$ cat src/rtl/core/stg_pkg.sv
// ============================================================================
// stg_pkg: shared types, constants and functions of the sine tone generator
// Holds the quarter-wave sine table contents, configuration decoding helpers
// and the structs that travel between the lookup and serializer units.
// ============================================================================
package stg_pkg;

    // Sizing
    localparam int MAX_CHANNELS    = 8;
    localparam int PHASE_BITS      = 32;
    localparam int TABLE_ADDR_BITS = 10;

    // Fixed field widths
    localparam int STEP_W      = 32;
    localparam int CHCFG_W     = 4;
    localparam int BITSCFG_W   = 6;
    localparam int CHAN_IDX_W  = 3;
    localparam int BYTE_W      = 8;
    localparam int CFG_IDX_W   = 2;
    localparam int CFG_DATA_W  = 32;

    // Sample format
    localparam int BITS_MIN    = 8;
    localparam int BITS_MAX    = 32;
    localparam int WORD_W      = BITS_MAX;
    localparam int BPS_W       = 3;
    localparam int BSEL_W      = 2;
    localparam int SAMPLE_W    = 16;
    localparam int SAMPLE_FRAC = SAMPLE_W - 1;
    localparam int MAXV_W      = BITS_MAX - 2;
    localparam int MULT_W      = SAMPLE_W + MAXV_W;

    // Channel counters
    localparam int CHAN_W  = (MAX_CHANNELS > 1) ? $clog2(MAX_CHANNELS) : 1;
    localparam int CHCNT_W = $clog2(MAX_CHANNELS + 1);

    // Quarter-wave table geometry
    localparam int TBL_N     = 1 << TABLE_ADDR_BITS;
    localparam int TBL_DEPTH = TBL_N + 1;
    localparam int TBL_AW    = TABLE_ADDR_BITS + 1;

    // Series constants for the table build
    localparam logic [63:0] Q30_ONE     = 64'd1 << 30;
    localparam logic [63:0] HALF_PI_Q30 = 64'd1686629713;
    localparam logic [63:0] SINE_FULL   = 64'd32767;

    // Configuration register indexes
    localparam logic [CFG_IDX_W-1:0] CFG_PHASE_STEP    = 2'd0;
    localparam logic [CFG_IDX_W-1:0] CFG_CHANNEL_COUNT = 2'd1;
    localparam logic [CFG_IDX_W-1:0] CFG_SAMPLE_BITS   = 2'd2;

    // Configuration reset values
    localparam logic [STEP_W-1:0]    RST_PHASE_STEP    = '0;
    localparam logic [CHCFG_W-1:0]   RST_CHANNEL_COUNT = 4'd2;
    localparam logic [BITSCFG_W-1:0] RST_SAMPLE_BITS   = 6'd16;

    typedef struct packed {
        logic [STEP_W-1:0]    phase_step;
        logic [CHCFG_W-1:0]   channel_count;
        logic [BITSCFG_W-1:0] sample_bits;
    } cfg_t;

    // One looked-up frame handed to the serializer
    typedef struct packed {
        logic                  mode;
        logic                  neg;
        logic [MAXV_W-1:0]     mag;
        logic [PHASE_BITS-1:0] phase;
    } frame_t;

    typedef logic [SAMPLE_W-1:0] sine_tbl_t [TBL_DEPTH];

    // Build the Q1.15 quarter-wave sine by the truncating Horner series
    function automatic sine_tbl_t build_sine_tbl();
        sine_tbl_t   tbl;
        logic [63:0] x;
        logic [63:0] x2;
        logic [63:0] term;
        logic [63:0] q;
        logic [63:0] p;
        logic [63:0] s;
        logic [63:0] e;
        for (int k = 0; k < TBL_DEPTH; k++)
        begin
            x    = (HALF_PI_Q30 * 64'(k)) >> TABLE_ADDR_BITS;
            x2   = (x * x) >> 30;
            term = Q30_ONE;
            for (int j = 0; j < 6; j++)
            begin
                q = (x2 * term) >> 30;
                // Divide by (2n)(2n+1), highest order first
                case (j)
                    0:       p = q / 64'd156;
                    1:       p = q / 64'd110;
                    2:       p = q / 64'd72;
                    3:       p = q / 64'd42;
                    4:       p = q / 64'd20;
                    default: p = q / 64'd6;
                endcase
                term = (p > Q30_ONE) ? 64'd0 : Q30_ONE - p;
            end
            s = (x * term) >> 30;
            e = (s * SINE_FULL + (Q30_ONE >> 1)) >> 30;
            if (e > SINE_FULL)
            begin
                e = SINE_FULL;
            end
            tbl[k] = SAMPLE_W'(e);
        end
        return tbl;
    endfunction

    localparam sine_tbl_t SINE_TBL = build_sine_tbl();

    // Clamp the sample width to the supported range
    function automatic logic [BITSCFG_W-1:0] clamp_bits(input logic [BITSCFG_W-1:0] b);
        logic [BITSCFG_W-1:0] r;
        r = b;
        if (b < BITSCFG_W'(BITS_MIN))
        begin
            r = BITSCFG_W'(BITS_MIN);
        end
        else if (b > BITSCFG_W'(BITS_MAX))
        begin
            r = BITSCFG_W'(BITS_MAX);
        end
        return r;
    endfunction

    function automatic logic [BPS_W-1:0] bytes_per_sample(input logic [BITSCFG_W-1:0] b);
        logic [BITSCFG_W-1:0] cb;
        cb = clamp_bits(b);
        return cb[BITSCFG_W-1:3];
    endfunction

    // Full-scale amplitude 2^(bits-2) - 1
    function automatic logic [MAXV_W-1:0] max_value(input logic [BITSCFG_W-1:0] b);
        logic [BITSCFG_W-1:0] cb;
        logic [MAXV_W:0]      one_sh;
        cb     = clamp_bits(b);
        one_sh = (MAXV_W + 1)'(1) << (cb - BITSCFG_W'(2));
        return MAXV_W'(one_sh - (MAXV_W + 1)'(1));
    endfunction

    // Zero counts as one channel, saturate at the maximum
    function automatic logic [CHCNT_W-1:0] clamp_chans(input logic [CHCFG_W-1:0] c);
        logic [CHCNT_W-1:0] r;
        if (c == '0)
        begin
            r = CHCNT_W'(1);
        end
        else if (int'(c) > MAX_CHANNELS)
        begin
            r = CHCNT_W'(MAX_CHANNELS);
        end
        else
        begin
            r = CHCNT_W'(c);
        end
        return r;
    endfunction

endpackage

$ cat src/rtl/core/stg_serializer.sv
// ============================================================================
// stg_serializer: PCM byte serializer
// Expands a generate frame into little-endian bytes for every channel, a
// phase-load frame into one zero byte, and drives the output register.
// ============================================================================
module stg_serializer (
    input  logic                             clk,
    input  logic                             rst_n,
    input  stg_pkg::cfg_t                    cfg,
    input  logic                             frame_valid,
    input  stg_pkg::frame_t                  frame,
    output logic                             free,
    input  logic                             out_stall,
    output logic                             out_valid,
    output logic [stg_pkg::BYTE_W-1:0]       data_byte,
    output logic [stg_pkg::CHAN_IDX_W-1:0]   channel_index,
    output logic                             last_of_frame,
    output logic [stg_pkg::PHASE_BITS-1:0]   phase_out
);

    import stg_pkg::*;

    logic                  s_valid_reg, s_valid_next;
    logic                  s_mode_reg, s_mode_next;
    logic [WORD_W-1:0]     sample_latch_reg, sample_latch_next;
    logic [PHASE_BITS-1:0] s_phase_reg, s_phase_next;
    logic [BSEL_W-1:0]     s_byte_reg, s_byte_next;
    logic [CHAN_W-1:0]     s_chan_reg, s_chan_next;

    logic                  out_valid_reg, out_valid_next;
    logic [BYTE_W-1:0]     data_byte_reg, data_byte_next;
    logic [CHAN_IDX_W-1:0] chan_idx_reg, chan_idx_next;
    logic                  last_reg, last_next;
    logic [PHASE_BITS-1:0] phase_out_reg, phase_out_next;

    logic [BPS_W-1:0]      bps;
    logic [CHCNT_W-1:0]    chans;
    logic                  last_byte;
    logic                  last_chan;
    logic                  s_last;
    logic                  o_ready;
    logic                  emit;
    logic [WORD_W-1:0]     mag_word;
    logic [BYTE_W-1:0]     byte_sel;

    assign bps       = bytes_per_sample(cfg.sample_bits);
    assign chans     = clamp_chans(cfg.channel_count);
    assign last_byte = (BPS_W'(s_byte_reg) + BPS_W'(1)) == bps;
    assign last_chan = (CHCNT_W'(s_chan_reg) + CHCNT_W'(1)) == chans;
    assign s_last    = s_mode_reg || (last_byte && last_chan);

    // Handshake between serializer, output register and lookup
    assign o_ready = !out_valid_reg || !out_stall;
    assign emit    = s_valid_reg && o_ready;
    assign free    = !s_valid_reg || (emit && s_last);

    // Pick the current byte; the first byte of a sample is zero
    assign byte_sel = BYTE_W'(sample_latch_reg >> {s_byte_reg, 3'b000});
    assign mag_word = {{(WORD_W - MAXV_W){1'b0}}, frame.mag};

    always_comb
    begin
        s_valid_next      = s_valid_reg;
        s_mode_next       = s_mode_reg;
        sample_latch_next = sample_latch_reg;
        s_phase_next      = s_phase_reg;
        s_byte_next       = s_byte_reg;
        s_chan_next       = s_chan_reg;
        out_valid_next    = out_valid_reg;
        data_byte_next    = data_byte_reg;
        chan_idx_next     = chan_idx_reg;
        last_next         = last_reg;
        phase_out_next    = phase_out_reg;

        // Drop the output once taken, load the next byte
        if (o_ready)
        begin
            out_valid_next = emit;
        end
        if (emit)
        begin
            data_byte_next = (s_mode_reg || s_byte_reg == '0) ? '0 : byte_sel;
            chan_idx_next  = CHAN_IDX_W'(s_chan_reg);
            last_next      = s_last;
            phase_out_next = s_phase_reg;
            if (s_last)
            begin
                s_valid_next = 1'b0;
            end
            else if (last_byte)
            begin
                s_byte_next = '0;
                s_chan_next = s_chan_reg + CHAN_W'(1);
            end
            else
            begin
                s_byte_next = s_byte_reg + BSEL_W'(1);
            end
        end

        // Take the next frame and apply the sign
        if (free && frame_valid)
        begin
            s_valid_next      = 1'b1;
            s_mode_next       = frame.mode;
            s_phase_next      = frame.phase;
            s_byte_next       = '0;
            s_chan_next       = '0;
            if (!frame.mode)
            begin
                sample_latch_next = frame.neg ? (WORD_W'(0) - mag_word) : mag_word;
            end
        end
    end

    always_ff @(posedge clk or negedge rst_n)
    begin
        if (!rst_n)
        begin
            s_valid_reg      <= 1'b0;
            s_byte_reg       <= '0;
            s_chan_reg       <= '0;
            sample_latch_reg <= '0;
            out_valid_reg    <= 1'b0;
        end
        else
        begin
            s_valid_reg      <= s_valid_next;
            s_byte_reg       <= s_byte_next;
            s_chan_reg       <= s_chan_next;
            sample_latch_reg <= sample_latch_next;
            out_valid_reg    <= out_valid_next;
        end
    end

    always_ff @(posedge clk)
    begin
        s_mode_reg    <= s_mode_next;
        s_phase_reg   <= s_phase_next;
        data_byte_reg <= data_byte_next;
        chan_idx_reg  <= chan_idx_next;
        last_reg      <= last_next;
        phase_out_reg <= phase_out_next;
    end

    assign out_valid     = out_valid_reg;
    assign data_byte     = data_byte_reg;
    assign channel_index = chan_idx_reg;
    assign last_of_frame = last_reg;
    assign phase_out     = phase_out_reg;

endmodule

$ cat config.mk
export PLATFORM = sky130hd
export DESIGN_NAME = stg_serializer
export DESIGN_NICKNAME = d
export VERILOG_FILES = /design/src/rtl/core/stg_pkg.sv /design/src/rtl/core/stg_serializer.sv
export SDC_FILE = /design/constraint.sdc
export NUM_CORES = 1
export LEC_CHECK = 0
export BUFFER_PORTS_ARGS = -buffer_cell sky130_fd_sc_hd__buf_4
export CORE_MARGIN = 4
export CORE_UTILIZATION = 53
export CTS_BUF_LIST = sky130_fd_sc_hd__clkbuf_4
export CTS_CLUSTER_SIZE = 12
export DETAILED_ROUTE_END_ITERATION = 12
export GPL_TIMING_DRIVEN = 0
export HOLD_SLACK_MARGIN = 0.12
export PLACE_DENSITY = 0.83
export RECOVER_POWER = 25
export SLEW_MARGIN = 0
export SYNTH_ARGS = -nofsm -noshare
export SYNTH_HDL_FRONTEND = slang
export SYNTH_SLANG_ARGS = --single-unit
$ cat constraint.sdc
create_clock -name clk -period 5.6 [get_ports clk]
set_clock_uncertainty 0.2 [all_clocks]
set_input_delay 1.12 -clock clk [delete_from_list [all_inputs] [get_ports clk]]
set_output_delay 1.12 -clock clk [all_outputs]
set_load 0.01 [all_outputs]
==> results_dict.tcl <==
set metrics [dict create \
    post_cts_buffers 0 \
    max_freq_mhz 205 \
    grt_pass1_vias 3255 \
    hp-class "flop to flop" \
    wl_per_cell_um 18.9 \
    min_period_over_period 0.871 \
    hpwl_mm 8.02 \
    wl_met2_mm 5.61 \
    p_leak_nw 2.49 \
    power.total_w 0.00229 \
    vias 3144 \
    cp_data_arrival_time_ps 3560 \
    violations "max-capacitance violations, max-slew violations" \
    cp.required_ps 4280 \
    swShare 0.273 \
    routed-wl-met3_um 654 \
    antenna_cells 0 \
    worstSetupPathType "flop to output port" \
    syn-num-nets 424 \
    fin_crit_ps 4880 \
    vias_per_cell 5.51 \
    endpoint_kind "output port" \
    finalHoldViolCount 0 \
    synth-main-ff-cell "edfxtp_1" \
    slew-limit-headroom -0.404 \
    grt_pass1_wl_mm 17.6 \
    synth-edff-count 77 \
    clock-sinks 115 \
    clock_power_share 0.280 \
    hold_slack_ps 220 \
    syn_avg_cell_area_um2 15.9 \
    p_comb_frac 0.224 \
    synth_seq_cells 115 \
    slew_viol_final 39 \
    grt_max_degree 39 \
    peakVddDrop_v 0.000202 \
    yosysWarnings 0 \
    die_h_um 105 \
    setup_viol_count_final 0 \
    cts_root_buf "clkbuf_4" \
    cts_resized 0 \
    num_rows 34 \
    fillers 592 \
    dr.max_layer_used "met4" \
    areaGrowthSynthToFinish_pct 27.7 \
    drv_cap 1 \
    rsz0062_at_grt "false" \
    drt_iter0_markers 177 \
    layout.nets 564 \
    outcome "finished with violations" \
    postCtsHoldBufs 0 \
    cts_max_path_buffers 2 \
    tightest_slew_ps 2110 \
    antenna_found_initial 0 \
    synthDistinctLibCells 52 \
    die_w_um 105 \
    power_density_mw_per_mm2 363 \
    cts_max_level 4 \
    wl_met1_mm 4.33 \
    cp-start-kind "flop" \
    start_util 0.556 \
    fp.dieArea_mm2 0.0109 \
    routed_wl_mm 10.8 \
    cts_buffers 17 \
    ant_nets 0 \
    place_congestion 0.905 \
    cts_tree "done" \
    synth_cells 310 \
    p_seq_frac 0.496 \
    p_switching_w 0.000624 \
    gr-total-overflow 0 \
    core_mm2 0.00889 \
    p_int_w 0.00167 \
    port_buffers 120 \
    synthesis.area_mm2 0.00494 \
    grt_usage 0.210 \
    async_flop_share 0.330 \
    path_max_fanout 10 \
    worst_skew_pair.late_latency_ps 490 \
    drive_gt1_frac 0.438 \
    clkTransAtPathRegs_ps 110 \
    post-route-drc-count 0 \
    yosysSeqAreaShare 0.661 \
    io_pins 156 \
    fin_setup_tns_ps 0 \
    first_pass_iters 4 \
]
-- cell type report --
type / instances / area, µm² / area share
sequential: 115 / 3260 / 0.517
multi-input combinational: 178 / 1590 / 0.252
timing repair buffer: 121 / 921 / 0.146
clock inverter: 15 / 180 / 0.0286
tap: 108 / 135 / 0.0214
clock buffer: 17 / 128 / 0.0202
buffer: 10 / 61.3 / 0.00972
inverter: 7 / 26.3 / 0.00417
-- Yosys cell counts (3+ instances only) --
library cell | instances | area (µm²)
buf_4 | 3 | 22.5
clkbuf_1 | 3 | 11.3
dfrtp_1 | 38 | 951
edfxtp_1 | 77 | 2310
ha_1 | 4 | 50.1
inv_1 | 7 | 26.3
mux2_1 | 7 | 78.8
mux2_2 | 23 | 259
mux2_4 | 3 | 45.0
mux4_2 | 8 | 180
nand2_1 | 15 | 56.3
nand2b_1 | 4 | 25.0
nor2_1 | 5 | 18.8
nor2b_1 | 10 | 62.6
nor3_1 | 5 | 25.0
o21ai_0 | 9 | 45.0
o31ai_1 | 7 | 52.6
o31ai_2 | 4 | 50.1
o41ai_1 | 3 | 26.3
or3_1 | 5 | 31.3
or4_1 | 3 | 22.5
xnor2_1 | 30 | 263
-- per-layer routing --
layer,GRT usage,vias to the layer above
met3,0.0654,15
met5,0,-
met4,0.0646,0
li1,-,1462
met2,0.362,118
met1,0.254,1549
-- through the flow --
stage,setup slack [ps],instances,utilization,area (µm²)
floorplan,1480,310,-,4940
global placement,803,538,0.672,5980
detailed placement,586,539,0.675,6000
CTS,582,571,0.710,6310
global route,309,571,0.709,6310
finish,721,571,0.709,6310
-- path summary, 6_finish.rpt --
check                                          start                          endpoint  slack [ps]  depth (start not counted)
min in group asynchronous                      rst_n  sample_latch_reg[21]$_DFFE_PN0P_        1020                          1
hold reg to reg            s_phase_reg[10]$_DFFE_PP_           phase_out[10]$_DFFE_PP_         220                          0
setup / recovery           s_byte_reg[0]$_DFFE_PN0P_                              free         720                          9
setup reg to reg           s_byte_reg[0]$_DFFE_PN0P_  sample_latch_reg[15]$_DFFE_PN0P_        1130                         10
hold / removal             s_phase_reg[10]$_DFFE_PP_           phase_out[10]$_DFFE_PP_         220                          0
max in group asynchronous                      rst_n   sample_latch_reg[3]$_DFFE_PN0P_        2960                          1
-- logic make-up (layout without fill, tap and decap cells) --
kind of cell,after synthesis,after routing,synth area share
AOI/OAI and AO/OA,37,37,0.0562
xor gates and xnor gates,32,32,0.0567
adders and majority gates,4,4,0.0101
buffers and inverters,17,170,0.0177
DFF,115,115,0.661
muxes,42,42,0.116
and+or+nand+nor,63,63,0.0826
-- placed cells by master, fill, tap and decap left out, types with 4 or more instances in the layout --
cell type / count
ha_1: 4
nor2b_1: 10
inv_1: 7
nand2b_1: 4
clkbuf_4: 49
or3_1: 5
xnor2_1: 30
mux4_2: 8
o21ai_0: 9
nor3_1: 5
mux2_1: 7
nor2_1: 5
o31ai_1: 7
dfrtp_1: 38
buf_4: 89
nand2_1: 15
clkbuf_1: 5
o31ai_2: 4
edfxtp_1: 77
mux2_2: 23
-- power groups by stage --
| stage | Clock [W] | Sequential (W) | Combinational [W] |
|---|---|---|---|
| finish | 0.000641 | 0.00114 | 0.000513 |
| floorplan | 0 | 0.00115 | 0.000313 |
| global route | 0.000695 | 0.00115 | 0.000557 |
| CTS | 0.000654 | 0.00114 | 0.000521 |
| detailed placement | 0 | 0.00115 | 0.000516 |
| global placement | 0 | 0.00115 | 0.000492 |
-- critical path, stage by stage, from the launching register on --
cell     delay [ps]
dfrtp_1         500
buf_1           620
inv_1           140
ha_1            390
nor3_1          160
a31oi_1          60
o31ai_1         600
a21oi_1         170
o21ai_0         260
buf_4           180
No activity file was read; power rests on OpenSTA's default activity.
